### config.mk
export PLATFORM = sky130hd
export DESIGN_NAME = rtcm3_frame_receiver
export DESIGN_NICKNAME = d
export VERILOG_FILES = /design/src/sv/rtcm3fr_pkg.sv /design/src/sv/rtcm3_frame_receiver.sv
export VERILOG_INCLUDE_DIRS = /design/src /design/src/sv
export SDC_FILE = /design/constraint.sdc
export NUM_CORES = 1
export LEC_CHECK = 0
export BUFFER_PORTS_ARGS = -buffer_cell sky130_fd_sc_hd__buf_2
export CAP_MARGIN = 25
export CORE_MARGIN = 3
export CORE_UTILIZATION = 45
export DETAILED_ROUTE_END_ITERATION = 8
export PLACE_DENSITY = 0.62
export SYNTH_ARGS = -nofsm -noshare
export SYNTH_HDL_FRONTEND = slang
export SYNTH_SLANG_ARGS = --single-unit
export TNS_END_PERCENT = 30
### constraint.sdc
create_clock -name clk -period 13.95 [get_ports clk]
set_input_delay 1.395 -clock clk [delete_from_list [all_inputs] [get_ports clk]]
set_output_delay 1.395 -clock clk [all_outputs]
set_load 0.05 [all_outputs]
### src/sv/rtcm3_frame_receiver_macros.svh
// assertion macros for the rtcm3 frame receiver
`ifndef RTCM3_FRAME_RECEIVER_MACROS_SVH
`define RTCM3_FRAME_RECEIVER_MACROS_SVH

`ifndef NO_ASSERTIONS

// same-cycle implication, checked outside reset
`define RTCM3FR_ASSERT_NOW(label, ante, cons) \
    label: assert property (@(posedge clk) disable iff (!rst_n) (ante) |-> (cons)) \
        else $error("rtcm3fr same-cycle check failed");

// next-cycle implication, checked outside reset
`define RTCM3FR_ASSERT_NEXT(label, ante, cons) \
    label: assert property (@(posedge clk) disable iff (!rst_n) (ante) |=> (cons)) \
        else $error("rtcm3fr next-cycle check failed");

`else

`define RTCM3FR_ASSERT_NOW(label, ante, cons)
`define RTCM3FR_ASSERT_NEXT(label, ante, cons)

`endif

`endif

### src/sv/rtcm3fr_pkg.sv
// types, constants and the crc-24q byte update for the rtcm3 frame receiver
`default_nettype none

package rtcm3fr_pkg;

    // frame constants
    localparam logic [7:0]  RTCM_PREAMBLE = 8'hD3;
    localparam logic [23:0] CRC24Q_POLY   = 24'h864CFB;

    // register map
    localparam logic REG_MAX_FRAME = 1'b0;
    localparam logic REG_JUMBO     = 1'b1;

    // register reset values
    localparam logic [10:0] MAX_FRAME_RESET = 11'd1029;
    localparam logic [10:0] JUMBO_RESET     = 11'd250;

    // header plus crc overhead
    localparam logic [10:0] FRAME_OVERHEAD = 11'd6;
    localparam logic [10:0] PAYLOAD_END    = 11'd3;
    localparam logic [10:0] CRC_LAST_POS   = 11'd5;

    // width of the counter fields in the result item
    localparam int CNT_FIELD_W = 32;

    // event codes
    localparam logic [3:0] EV_DROP     = 4'd0;
    localparam logic [3:0] EV_PREAMBLE = 4'd1;
    localparam logic [3:0] EV_LENGTH   = 4'd2;
    localparam logic [3:0] EV_PAYLOAD  = 4'd3;
    localparam logic [3:0] EV_CRC_BYTE = 4'd4;
    localparam logic [3:0] EV_FRAME_OK = 4'd5;
    localparam logic [3:0] EV_CRC_ERR  = 4'd6;
    localparam logic [3:0] EV_TOO_LONG = 4'd7;
    localparam logic [3:0] EV_ZERO_LEN = 4'd8;

    // receive phase, one-hot
    typedef enum logic [3:0] {
        PH_HUNT    = 4'b0001,
        PH_LEN     = 4'b0010,
        PH_PAYLOAD = 4'b0100,
        PH_CRC     = 4'b1000
    } phase_t;

    // result item, last-declared field (data_out) in the lowest bits, padded to whole bytes
    typedef struct packed {
        logic [6:0]             pad;
        logic [CNT_FIELD_W-1:0] jumbo_frame_count;
        logic [CNT_FIELD_W-1:0] length_error_count;
        logic [CNT_FIELD_W-1:0] crc_error_count;
        logic [CNT_FIELD_W-1:0] good_byte_count;
        logic [CNT_FIELD_W-1:0] good_frame_count;
        logic [9:0]             payload_length;
        logic [3:0]             event_res;
        logic [10:0]            byte_index;
        logic [7:0]             data_out;
    } result_t;

    localparam int RESULT_W = $bits(result_t);

    // one byte of crc-24q, msb first, not reflected
    function automatic logic [23:0] crc24q_byte(input logic [23:0] crc_in,
                                                input logic [7:0]  byte_in);
        logic [23:0] c;
        c = crc_in ^ {byte_in, 16'h0000};
        for (int i = 0; i < 8; i++) begin
            if (c[23])
                c = {c[22:0], 1'b0} ^ CRC24Q_POLY;
            else
                c = {c[22:0], 1'b0};
        end
        return c;
    endfunction

endpackage

`default_nettype wire

### src/sv/rtcm3_frame_receiver.sv
// rtcm3 framing receiver: preamble hunt, length check, crc-24q check, statistics
//
// Input channel s_axis carries one received byte per item in tdata[7:0].
// Output channel m_axis returns one result item for every input item: the
// byte echoed, its index in the frame, an event code, the header payload
// length and the five statistics counters after that byte.
// Configuration: cfg_we with cfg_index 0 writes max_frame_bytes, index 1
// writes jumbo_threshold; write only while no item is in flight.
// Each accepted item's result is registered, in the result register or, while
// the output is stalled, in the skid register. Throughput is one item per cycle
// while s_axis_tready is high: the crc-24q byte update, the length compares and
// the counter adds all sit between the state registers and the result register.
// A two-entry output stage (result register plus skid register) lets the
// block take a new item while a result is still waiting; s_axis_tready drops
// only once both entries are full, and rises again as soon as the receiver
// takes an item.
// Reset puts the block in the hunt phase, clears all counters and loads the
// register defaults (max_frame_bytes 1029, jumbo_threshold 250).
// Counters wrap at COUNTER_BITS bits and are reported zero-extended.
`default_nettype none

`include "rtcm3_frame_receiver_macros.svh"

module rtcm3_frame_receiver #(
    parameter int COUNTER_BITS = 32
) (
    input  wire logic                             clk,
    input  wire logic                             rst_n,
    // configuration write port
    input  wire logic                             cfg_we,
    input  wire logic                             cfg_index,
    input  wire logic [10:0]                      cfg_data,
    // received bytes
    input  wire logic                             s_axis_tvalid,
    output      logic                             s_axis_tready,
    input  wire logic [7:0]                       s_axis_tdata,   // data_in
    // result items
    output      logic                             m_axis_tvalid,
    input  wire logic                             m_axis_tready,
    // data_out, byte_index, event_res, payload_length, good_frame_count,
    // good_byte_count, crc_error_count, length_error_count, jumbo_frame_count, pad
    output      logic [rtcm3fr_pkg::RESULT_W-1:0] m_axis_tdata
);

    import rtcm3fr_pkg::*;

    // configuration registers
    logic [10:0] max_frame_reg;
    logic [10:0] jumbo_thr_reg;

    // frame state
    phase_t      phase_reg, phase_next;
    logic [10:0] pos_reg, pos_next;
    logic [9:0]  len_reg, len_next;
    logic [23:0] crc_reg, crc_next;
    logic [15:0] rx_crc_reg, rx_crc_next;

    // statistics counters
    logic [COUNTER_BITS-1:0] good_frames_reg, good_frames_next;
    logic [COUNTER_BITS-1:0] good_bytes_reg, good_bytes_next;
    logic [COUNTER_BITS-1:0] crc_bad_reg, crc_bad_next;
    logic [COUNTER_BITS-1:0] too_long_reg, too_long_next;
    logic [COUNTER_BITS-1:0] jumbo_reg, jumbo_next;

    // output stage
    result_t out_reg, skid_reg, res_next;
    logic    out_valid_reg, skid_valid_reg;

    // per-item working values
    logic        s_accept;
    logic [7:0]  rx_byte;
    logic [10:0] idx;
    logic [3:0]  ev;
    logic        finish;
    logic [10:0] frame_total;
    logic [10:0] crc_total;
    logic [23:0] rx_full;
    logic [9:0]  plen;

    assign s_axis_tready = !skid_valid_reg;
    assign s_accept      = s_axis_tvalid && s_axis_tready;
    assign rx_byte       = s_axis_tdata;
    assign m_axis_tvalid = out_valid_reg;
    assign m_axis_tdata  = out_reg;

    // configuration writes
    always_ff @(posedge clk or negedge rst_n)
    begin
        if (!rst_n)
        begin
            max_frame_reg <= MAX_FRAME_RESET;
            jumbo_thr_reg <= JUMBO_RESET;
        end
        else if (cfg_we)
        begin
            unique case (cfg_index)
                REG_MAX_FRAME: max_frame_reg <= cfg_data;
                REG_JUMBO:     jumbo_thr_reg <= cfg_data;
                default:       max_frame_reg <= max_frame_reg;
            endcase
        end
    end

    // frame parser and counter update for one byte
    always_comb
    begin
        phase_next       = phase_reg;
        pos_next         = pos_reg;
        len_next         = len_reg;
        crc_next         = crc_reg;
        rx_crc_next      = rx_crc_reg;
        good_frames_next = good_frames_reg;
        good_bytes_next  = good_bytes_reg;
        crc_bad_next     = crc_bad_reg;
        too_long_next    = too_long_reg;
        jumbo_next       = jumbo_reg;
        idx              = 11'd0;
        ev               = EV_DROP;
        finish           = 1'b0;
        frame_total      = {1'b0, len_reg} + FRAME_OVERHEAD;
        crc_total        = {1'b0, len_reg} + CRC_LAST_POS;
        rx_full          = {rx_crc_reg, rx_byte};

        unique case (phase_reg)
            PH_HUNT:
            begin
                if (rx_byte == RTCM_PREAMBLE)
                begin
                    crc_next   = crc24q_byte(24'h000000, rx_byte);
                    pos_next   = 11'd1;
                    phase_next = PH_LEN;
                    ev         = EV_PREAMBLE;
                end
            end
            PH_LEN:
            begin
                idx      = pos_reg;
                crc_next = crc24q_byte(crc_reg, rx_byte);
                ev       = EV_LENGTH;
                if (pos_reg == 11'd1)
                begin
                    len_next = {rx_byte[1:0], 8'h00};
                    pos_next = 11'd2;
                end
                else
                begin
                    len_next    = {len_reg[9:8], rx_byte};
                    pos_next    = 11'd3;
                    frame_total = {1'b0, len_next} + FRAME_OVERHEAD;
                    if (frame_total > max_frame_reg)
                    begin
                        too_long_next = too_long_reg + COUNTER_BITS'(1);
                        ev            = EV_TOO_LONG;
                        finish        = 1'b1;
                    end
                    else if (len_next == 10'd0)
                    begin
                        ev     = EV_ZERO_LEN;
                        finish = 1'b1;
                    end
                    else
                    begin
                        phase_next = PH_PAYLOAD;
                    end
                end
            end
            PH_PAYLOAD:
            begin
                idx      = pos_reg;
                crc_next = crc24q_byte(crc_reg, rx_byte);
                ev       = EV_PAYLOAD;
                pos_next = pos_reg + 11'd1;
                if (pos_next >= ({1'b0, len_reg} + PAYLOAD_END))
                    phase_next = PH_CRC;
            end
            PH_CRC:
            begin
                idx = pos_reg;
                if (pos_reg < crc_total)
                begin
                    rx_crc_next = {rx_crc_reg[7:0], rx_byte};
                    pos_next    = pos_reg + 11'd1;
                    ev          = EV_CRC_BYTE;
                end
                else
                begin
                    if (rx_full == crc_reg)
                    begin
                        good_frames_next = good_frames_reg + COUNTER_BITS'(1);
                        good_bytes_next  = good_bytes_reg + COUNTER_BITS'(frame_total);
                        if (frame_total > jumbo_thr_reg)
                            jumbo_next = jumbo_reg + COUNTER_BITS'(1);
                        ev = EV_FRAME_OK;
                    end
                    else
                    begin
                        crc_bad_next = crc_bad_reg + COUNTER_BITS'(1);
                        ev           = EV_CRC_ERR;
                    end
                    finish = 1'b1;
                end
            end
            default:
            begin
                phase_next = PH_HUNT;
            end
        endcase

        // header length is reported once known, including on the closing byte
        if (phase_next == PH_PAYLOAD || phase_next == PH_CRC || finish)
            plen = len_next;
        else
            plen = 10'd0;

        // frame ended or aborted: back to hunting
        if (finish)
        begin
            phase_next  = PH_HUNT;
            pos_next    = 11'd0;
            len_next    = 10'd0;
            crc_next    = 24'h000000;
            rx_crc_next = 16'h0000;
        end

        res_next.pad                = '0;
        res_next.data_out           = rx_byte;
        res_next.byte_index         = idx;
        res_next.event_res          = ev;
        res_next.payload_length     = plen;
        res_next.good_frame_count   = CNT_FIELD_W'(good_frames_next);
        res_next.good_byte_count    = CNT_FIELD_W'(good_bytes_next);
        res_next.crc_error_count    = CNT_FIELD_W'(crc_bad_next);
        res_next.length_error_count = CNT_FIELD_W'(too_long_next);
        res_next.jumbo_frame_count  = CNT_FIELD_W'(jumbo_next);
    end

    // frame state and counters advance on every accepted item
    always_ff @(posedge clk or negedge rst_n)
    begin
        if (!rst_n)
        begin
            phase_reg       <= PH_HUNT;
            pos_reg         <= 11'd0;
            len_reg         <= 10'd0;
            crc_reg         <= 24'h000000;
            rx_crc_reg      <= 16'h0000;
            good_frames_reg <= '0;
            good_bytes_reg  <= '0;
            crc_bad_reg     <= '0;
            too_long_reg    <= '0;
            jumbo_reg       <= '0;
        end
        else if (s_accept)
        begin
            phase_reg       <= phase_next;
            pos_reg         <= pos_next;
            len_reg         <= len_next;
            crc_reg         <= crc_next;
            rx_crc_reg      <= rx_crc_next;
            good_frames_reg <= good_frames_next;
            good_bytes_reg  <= good_bytes_next;
            crc_bad_reg     <= crc_bad_next;
            too_long_reg    <= too_long_next;
            jumbo_reg       <= jumbo_next;
        end
    end

    // output valid flags: result register with a skid entry behind it
    always_ff @(posedge clk or negedge rst_n)
    begin
        if (!rst_n)
        begin
            out_valid_reg  <= 1'b0;
            skid_valid_reg <= 1'b0;
        end
        else if (!out_valid_reg || m_axis_tready)
        begin
            if (skid_valid_reg)
            begin
                out_valid_reg  <= 1'b1;
                skid_valid_reg <= 1'b0;
            end
            else
            begin
                out_valid_reg <= s_accept;
            end
        end
        else if (s_accept)
        begin
            skid_valid_reg <= 1'b1;
        end
    end

    // output payload
    always_ff @(posedge clk)
    begin
        if (!out_valid_reg || m_axis_tready)
        begin
            if (skid_valid_reg)
                out_reg <= skid_reg;
            else if (s_accept)
                out_reg <= res_next;
        end
        else if (s_accept)
        begin
            skid_reg <= res_next;
        end
    end

    // checks
    `RTCM3FR_ASSERT_NOW(a_skid_behind_out, skid_valid_reg, out_valid_reg)
    `RTCM3FR_ASSERT_NEXT(a_skid_keeps_out, skid_valid_reg, out_valid_reg)
    `RTCM3FR_ASSERT_NOW(a_hunt_is_clean, phase_reg == PH_HUNT,
        pos_reg == 11'd0 && len_reg == 10'd0 && rx_crc_reg == 16'h0000)
    `RTCM3FR_ASSERT_NEXT(a_counters_idle, !s_accept,
        $stable(good_frames_reg) && $stable(crc_bad_reg) && $stable(too_long_reg))

endmodule

`default_nettype wire
==> results.ini, run 1 <==
[timing]
fin_ws_ns = 8.49
max-slew-margin-rel_pct = 33.0
finalSetupViolCount = 0
fin_crit_ns = 5.46
finalHoldViolCount = 0
fin_skew_ns = 0.0212
whs_ns = 0.475
fin_crit_sh_pct = 39.1
worstMarginPinSlew_ns = 1.01
tns_ns = 0
rsz0062_at_grt = no
slew_viol_final = 0
fmax_mhz = 183

[clock_network]
cts_sinks = 635
cts_setup_buffers = 0
htree_levels = 3
clk_pin_slew_worst_paths_ns = 0.06
clk_path_buf_depth = 3
cts_resized = 0
cts_root_buf = clkbuf_16
ctsHoldBuffers = 0
clock_latency_ns = 0.61
cts_tree = yes
cts_buffers = 72

[setup_path]
startpoint_type = input port
worstPathMaxFanout = 24
cp_slowest_cell = nor3_1
crit_family = simple AND/OR/NAND/NOR gates
crit_path_max_incr_delay_ns = 0.76
cp.required_ns = 14.45
cp_cell_sequence = buf_2 -> inv_1 -> ha_1 -> nor2_1 -> and3_1 -> nand3_1 -> xnor2_1 -> ha_1 -> nand4_1 -> nor3_1 -> nand2b_2 -> o21ai_2 -> nor2_1 -> nand3_1 -> o21ai_0
critical_path_class = input port to flip-flop
path_buf_inv = 2
crit_start = s_axis_tdata[1]
r2r-start = len_reg[2]$_DFFE_PN0P_
cp.arrival_ns = 5.95
end_kind = flip-flop

[finish]
diodes = 0
drive_gt1_share_pct = 19.0
syn2layout_area_growth_pct = 13.8
fill_cells = 6019
nets = 2976
fin_util_pct = 52.0
stdcell_count = 3869
design_area_sq_um = 35900

[logic_synthesis]
ys_seq_area_share_pct = 56.5
syn_area_sq_um = 31500
yosysTopAreaCell = edfxtp_1
syn_inst = 2696
avgSynthCellArea_sq_um = 11.7
synth_ff_type = edfxtp_1
async_flop_share_pct = 39.2
synth_edf_count = 386
yosys-top-cells-count = edfxtp_1, dfrtp_1, xnor2_1, nand2_1, xor2_1
yosysWarnings = 0
synth.distinct_cells = 82
yosysMostFrequentCell = edfxtp_1
ys_ff_latch = 635
synth.area.top_cells = edfxtp_1, dfrtp_1, xnor2_1
synth_top_area_share_pct = 36.7

[placement]
dp.cells = 3732
placed_cell_area_sq_um = 33500
hpwl_um = 51900
place_ws_ns = 7.88
gp_congestion = 0.872
portBuffers = 219

[global_route]
grt_pass1_wl_um = 123000
grt_pass1_vias = 21100
overflow = 0
grt_use_total_pct = 21.0
grt_max_degree = 82
antenna_found_initial = 0

[power]
power_density_nw_per_um2 = 140
power_mw = 5.02
peakVddDrop_uv = 135
p_leak_nw = 14.7

[status]
status = finished, final reports clean

[floorplanning]
start_util_pct = 45.7
dieWidth_um = 271
die_area_sq_um = 73300
die_y_um = 271
core.rowCount = 96
placeableCoreArea_sq_um = 69100
io_pins = 227

[route]
drc = 0
routed_wl_um = 77600
drt_iter0_markers = 1484
vias = 21400
antenna_left = 0
wl_per_cell_um = 20.0
vias_per_cell = 5.54
first_pass_iters = 6

[job]
cap_violations = 0

[hold_path]
hold_class = flip-flop to flip-flop
hold_start = crc_bad_reg[13]$_DFFE_PN0P_

## final timing paths
path	slack, ns	end	cells after the start
worst max-delay path	8.49	crc_reg[6]$_DFFE_PN0P_	15
worst min-delay path	0.48	crc_bad_reg[13]$_DFFE_PN0P_	1
worst max register to register	8.71	m_axis_tdata[127]$_DFFE_PP_	14
worst min register to register	0.48	crc_bad_reg[13]$_DFFE_PN0P_	1
max in group asynchronous	11.09	crc_bad_reg[16]$_DFFE_PN0P_	3
min in group asynchronous	0.73	crc_reg[23]$_DFFE_PN0P_	1
## layer usage
metal | wire length (um) | global-route usage, % | up-vias
met3 | 4080 | 3.46 | 87
met1 | 35200 | 29.3 | 10600
met5 | 0 | 0 | -
met4 | 1520 | 5.91 | 0
met2 | 36800 | 34.1 | 572
li1 | - | - | 10100
## area by class of cell
class | instances | area [sq um] | area share (%)
Clock buffer | 99 | 2010 | 5.59
Clock inverter | 33 | 297 | 0.826
Inverter | 75 | 289 | 0.805
Multi-Input combinational cell | 1843 | 12900 | 36.0
Sequential cell | 635 | 17800 | 49.7
Tap cell | 931 | 1160 | 3.25
Timing Repair Buffer | 253 | 1400 | 3.89
## cells in the final DEF (no fill, tap or decap), drive strengths merged, types with 49 or more instances in the layout
cell type | synthesis | routed
nand3 | 109 | 109
buf | 37 | 253
nor4 | 49 | 49
edfxtp | 386 | 386
xor2 | 154 | 154
dfrtp | 239 | 239
nor3 | 87 | 87
mux2 | 153 | 153
clkbuf | 112 | 99
inv | 74 | 77
o21ai | 122 | 122
nor2 | 149 | 149
nand4 | 76 | 76
ha | 70 | 70
nand2 | 221 | 221
a31oi | 58 | 58
xnor2 | 236 | 236
## report_power, final
part	total (mW)	switching (mW)	internal (mW)
Sequential	2.24	0.101	2.13
Combinational	0.921	0.581	0.340
Clock	1.86	0.759	1.10
## cells by family after synthesis
logic type,count (synthesis),synth area share [%]
AOI/OAI and AO/OA,333,6.77
xor gates and xnor gates,393,11.1
adders and majority gates,71,2.84
buffers and inverters,224,2.84
DFF,635,56.5
muxes,162,5.75
other,1,0.0119
and+or+nand+nor,877,14.2
No activity file was read; power rests on OpenSTA's default activity.
==> run 2: changes to the inputs <==
--- a/config.mk
+++ b/config.mk
@@ -11,7 +11,7 @@
 export CORE_MARGIN = 3
 export CORE_UTILIZATION = 45
 export DETAILED_ROUTE_END_ITERATION = 8
-export PLACE_DENSITY = 0.62
+export PLACE_DENSITY = 0.65
 export SYNTH_ARGS = -nofsm -noshare
 export SYNTH_HDL_FRONTEND = slang
 export SYNTH_SLANG_ARGS = --single-unit
==> constraint.sdc (replaced) <==
create_clock -name clk -period 4.9 [get_ports clk]
set_input_delay 0.49 -clock clk [delete_from_list [all_inputs] [get_ports clk]]
set_output_delay 0.49 -clock clk [all_outputs]
set_load 0.05 [all_outputs]
==> run 2 against run 1 <==
Clock skew down 0.0073 ns. Non-clock buffer count up 22. Global-route usage down 0.32 points. Flip-flop and latch count unchanged. Hold slack worse by 0.36 ns. First-iteration DRC count down 3.8%. Count of clock-buffer cells in the layout down 4. Routed wire length down 0.73%. Total power rose to 2.9 times the previous value. Sequential share of layout area down 0.43 points. Combinational power rose to 2.9 times the previous value. Largest power group unchanged.
==> results.ini, run 2 (synthesis results as in run 1) <==
[status]
status = finished, final reports clean

[power]
p_leak_nw = 14.8
power_density_nw_per_um2 = 401
peakVddDrop_uv = 315

[setup_path]
end_kind = flip-flop
worstPathMaxFanout = 24
cp.arrival_ns = 4.65
cp.required_ns = 5.33
startpoint_type = flip-flop
critical_path_class = flip-flop to flip-flop

[finish]
drive_gt1_share_pct = 19.7
syn2layout_area_growth_pct = 14.8
mostFrequentLayoutCell = edfxtp_1
nets = 2997
fin_util_pct = 52.4
stdcell_count = 3891
layout_common_cells = edfxtp_1, dfrtp_1, xnor2_1

[timing]
fin_skew_ns = 0.0139
slew_viol_final = 0
max-slew-margin-rel_pct = 15.6
fmax_mhz = 237
finalSetupViolCount = 0
finalHoldViolCount = 0
worstMarginPinSlew_ns = 1.27
fin_crit_sh_pct = 86.1
rsz0062_at_grt = no
fin_crit_ns = 4.22

[global_route]
antenna_found_initial = 2
grt_max_degree = 160
grt_use_total_pct = 20.7
grt_pass1_vias = 21400
overflow = 0
grt_pass1_wl_um = 121000

[clock_network]
clk_pin_slew_worst_paths_ns = 0.06
htree_levels = 3
cts_setup_buffers = 0
cts_sinks = 635
cts_resized = 0
cts_root_buf = clkbuf_16
clk_path_buf_depth = 3
clock_latency_ns = 0.60
cts_buffers = 71
cts_tree = yes

[floorplanning]
start_util_pct = 45.7
placeableCoreArea_sq_um = 69100
core.rowCount = 96
die_y_um = 271
dieWidth_um = 271
die_area_sq_um = 73300
io_pins = 227

[route]
routed_wl_um = 77000
vias_per_cell = 5.58
vias = 21700
drc = 0
drt_iter0_markers = 1428
wl_per_cell_um = 19.8
first_pass_iters = 6
antenna_left = 0

[hold_path]
hold_class = input port to flip-flop

[placement]
hpwl_um = 52200
portBuffers = 219
dp.cells = 3758
gp_congestion = 0.906

[job]
cap_violations = 0

[run 2: changes by cell type in the layout (fill, tap and decap cells not counted), moves of 2 or more]
cell	change
inv_6	-2
buf_12	+4
bufinv_16	+4
clkinv_1	-5
clkinv_8	+4
clkbuf_1	-3
buf_8	-2
buf_4	+19
[run 2: per-layer routing]
| layer | GRT usage (%) | routed length, um | up-vias |
|---|---|---|---|
| li1 | - | - | 10200 |
| met1 | 28.4 | 34100 | 10700 |
| met2 | 33.9 | 36500 | 679 |
| met3 | 2.88 | 4170 | 139 |
| met4 | 6.96 | 2190 | 0 |
| met5 | 0 | 0 | - |
[run 2: layout make-up]
type,count,area (sq um)
timing repair buffer,275,1580
tap,931,1160
sequential,635,17800
clock inverter,36,470
multi-input combinational,1843,12900
clock buffer,95,1970
fill,5952,32900
inverter,75,289
antenna,1,2.50
[run 2: path summary, 6_finish.rpt]
path	startpoint	endpoint	slack, ns	depth (start not counted)
setup reg to reg	len_reg[5]$_DFFE_PN0P_	m_axis_tdata[191]$_DFFE_PP_	0.68	13
hold reg to reg	crc_bad_reg[13]$_DFFE_PN0P_	crc_bad_reg[13]$_DFFE_PN0P_	0.48	1
hold / removal	cfg_data[2]	max_frame_reg[2]$_DFFE_PN1P_	0.11	3
max in group asynchronous	rst_n	good_frames_reg[21]$_DFFE_PN0P_	3.22	3
min in group asynchronous	rst_n	max_frame_reg[1]$_DFFE_PN0P_	0.48	2
setup / recovery	len_reg[5]$_DFFE_PN0P_	m_axis_tdata[191]$_DFFE_PP_	0.68	13
[run 2: worst max-delay path: stages (launching register included)]
cell and delay (ns):
dfrtp_1 0.55, and3_1 0.29, and3_1 0.23, and3_1 0.20, o21ai_0 0.12, ha_1 0.31, a211o_1 0.17, o21ai_0 0.08
a21oi_1 0.24, o31a_2 0.38, buf_4 0.36, nand4_1 0.38, or3_1 0.48, a31oi_1 0.24
[run 2: per-stage QoR]
stage | setup WS, ns | power, mW | area (sq um) | TNS (ns) | hold WS, ns
after floorplan | -1.00 | 8.45 | 31600 | -193.19 | 0.194
after global placement | 0.644 | 9.07 | 33700 | 0 | 0.460
after detailed placement | 0.675 | 9.11 | 33800 | 0 | 0.467
after CTS | 0.703 | 14.7 | 36200 | 0 | 0.0725
after global routing | 0.412 | 15.1 | 36200 | 0 | 0.114
final | 0.679 | 14.5 | 36200 | 0 | 0.111
[run 2: what timing repair did]
action	in CTS	in global routing
endpoints found under the hold margin	83	0
hold buffers	1	0
setup endpoints to repair	0	0
[run 2: power by group]
part / leakage (nW) / internal [mW] / switching (mW) / total, mW
Combinational: 6.76 / 0.981 / 1.67 / 2.65
Clock: 1.18 / 3.33 / 2.20 / 5.53
Sequential: 6.90 / 6.08 / 0.263 / 6.34
Total: 14.8 / 10.4 / 4.13 / 14.5
==> run 3: changes to the inputs <==
--- a/config.mk
+++ b/config.mk
@@ -6,11 +6,12 @@
 export SDC_FILE = /design/constraint.sdc
 export NUM_CORES = 1
 export LEC_CHECK = 0
-export BUFFER_PORTS_ARGS = -buffer_cell sky130_fd_sc_hd__buf_2
+export BUFFER_PORTS_ARGS = -buffer_cell sky130_fd_sc_hd__buf_4
 export CAP_MARGIN = 25
 export CORE_MARGIN = 3
 export CORE_UTILIZATION = 45
 export DETAILED_ROUTE_END_ITERATION = 8
+export MAX_ROUTING_LAYER = met4
 export PLACE_DENSITY = 0.65
 export SYNTH_ARGS = -nofsm -noshare
 export SYNTH_HDL_FRONTEND = slang
==> run 3 against run 2 <==
Flip-flop and latch count is the same. Hold slack lost 0.010 ns. Register-to-register slack lost 0.23 ns. Critical endpoint is now m_axis_tdata[187]$_DFFE_PP_. Largest cell class unchanged. Largest power group unchanged.
==> results.ini, run 3 (synthesis results as in run 1) <==
[finish]
drive_gt1_share_pct = 19.7
mostFrequentLayoutCell = edfxtp_1
nets = 2994
stdcell_count = 3888
diodes = 0
layout_common_cells = edfxtp_1, buf_4, dfrtp_1
syn2layout_area_growth_pct = 16.5
design_area_sq_um = 36800

[job]
cap_violations = 0

[setup_path]
cp.arrival_ns = 4.90
crit_family = compound AO/OA/AOI/OAI gates
startpoint_type = flip-flop
path_buf_inv = 2
critical_path_class = flip-flop to flip-flop
cp_slowest_cell = dfrtp_1
reg2reg_depth = 13
crit_path_max_incr_delay_ns = 0.61
worstPathMaxFanout = 12
cp.required_ns = 5.35
crit_path_frequent_cell = and3_1
cp_cell_sequence = and3_1 -> and3_1 -> and3_1 -> a21boi_0 -> ha_1 -> nand4_1 -> o32ai_1 -> a21oi_2 -> buf_4 -> nand4_1 -> buf_4 -> or3_1 -> a31oi_1
path_depth = 13
end_kind = flip-flop

[global_route]
antenna_found_initial = 0
overflow = 0
grt_pass1_wl_um = 123000
grt_pass1_vias = 21400
grt_use_total_pct = 21.6
grt_max_degree = 106

[timing]
finalSetupViolCount = 0
fmax_mhz = 225
slew_viol_final = 0
tns_ns = 0
fin_crit_sh_pct = 90.7
fin_ws_ns = 0.454
max-slew-margin-rel_pct = 41.5
fin_crit_ns = 4.45
finalHoldViolCount = 0
fin_skew_ns = 0.0373
rsz0062_at_grt = no
worstMarginPinSlew_ns = 0.871

[placement]
gp_congestion = 0.890
placed_cell_area_sq_um = 34300
portBuffers = 219
hpwl_um = 53000
place_ws_ns = 0.361
dp.cells = 3754

[floorplanning]
io_pins = 227
die_y_um = 271
core.rowCount = 96
dieWidth_um = 271
die_area_sq_um = 73300
start_util_pct = 45.7
placeableCoreArea_sq_um = 69100

[power]
clockPowerShare_pct = 38.0
p_seq_share_pct = 43.5
internal-power_mw = 10.5
power_switching_mw = 4.16
p_comb_share_pct = 18.5
power_mw = 14.6
switching_share_pct = 28.4
peakVddDrop_uv = 362
power_density_nw_per_um2 = 398
p_leak_nw = 15.0

[clock_network]
cts_tree = yes
cts_resized = 0
clk_path_buf_depth = 3
clock_latency_ns = 0.62
clk_pin_slew_worst_paths_ns = 0.06
htree_levels = 3
cts_setup_buffers = 0
cts_sinks = 635
cts_buffers = 71
cts_root_buf = clkbuf_16

[route]
drc = 0
first_pass_iters = 5
wl_per_cell_um = 20.0
drt_iter0_markers = 1464
vias_per_cell = 5.56
routed_wl_um = 77800
antenna_left = 0
vias = 21600

[hold_path]
hold_depth = 3
hold_class = input port to flip-flop

[status]
status = finished, final reports clean

-- run 3: worst min-delay path, delay by kind of cell --
| kind | cells | cell delay, ns |
|---|---|---|
| AND/OR/NAND/NOR | 1 | 0.04 |
| AO/OA/AOI/OAI | 1 | 0.06 |
| buffers and inverters | 1 | 0.09 |
-- run 3: final timing paths --
kind	start	end	slack, ns
max in group asynchronous	rst_n	too_long_reg[6]$_DFFE_PN0P_	3.05
max	len_reg[5]$_DFFE_PN0P_	m_axis_tdata[187]$_DFFE_PP_	0.45
min	cfg_data[1]	max_frame_reg[1]$_DFFE_PN0P_	0.10
min in group asynchronous	rst_n	crc_reg[16]$_DFFE_PN0P_	0.53
min reg2reg	crc_bad_reg[13]$_DFFE_PN0P_	crc_bad_reg[13]$_DFFE_PN0P_	0.48
max reg2reg	len_reg[5]$_DFFE_PN0P_	m_axis_tdata[187]$_DFFE_PP_	0.45
-- run 3: power groups by stage --
stage                     clock (mW)  combinational [mW]  sequential, mW
after global placement             0                2.70            6.47
after global routing            5.90                2.95            6.40
after floorplan                    0                1.63            6.83
final                           5.56                2.71            6.36
after CTS                       5.69                2.74            6.37
after detailed placement           0                2.73            6.47
-- run 3: through the flow --
stage,util (%),hold slack (ns)
after global routing,53.2,0.0953
after detailed placement,49.7,0.466
final,53.2,0.101
after CTS,53.2,0.0631
after floorplan,-,0.194
after global placement,49.7,0.461
-- run 3: routing by layer --
layer	part of all wire, %	global-route usage [%]	vias to the layer above
li1	-	-	10200
met1	44	28.5	10700
met2	48	35.0	602
met3	5.3	3.32	122
met4	2.2	6.10	0
met5	0	-	-
-- run 3: what timing repair did --
| action | in CTS | in global routing |
|---|---|---|
| endpoints found under the hold margin | 52 | 0 |
| setup endpoints to repair | 0 | 0 |
| hold buffers | 1 | 0 |
-- run 3: area by class of cell --
type	instances	area [sq um]
fill	5937	32300
multi-input combinational	1843	12900
sequential	635	17800
clock buffer	94	1940
clock inverter	38	503
timing repair buffer	272	2140
inverter	75	289
tap	931	1160
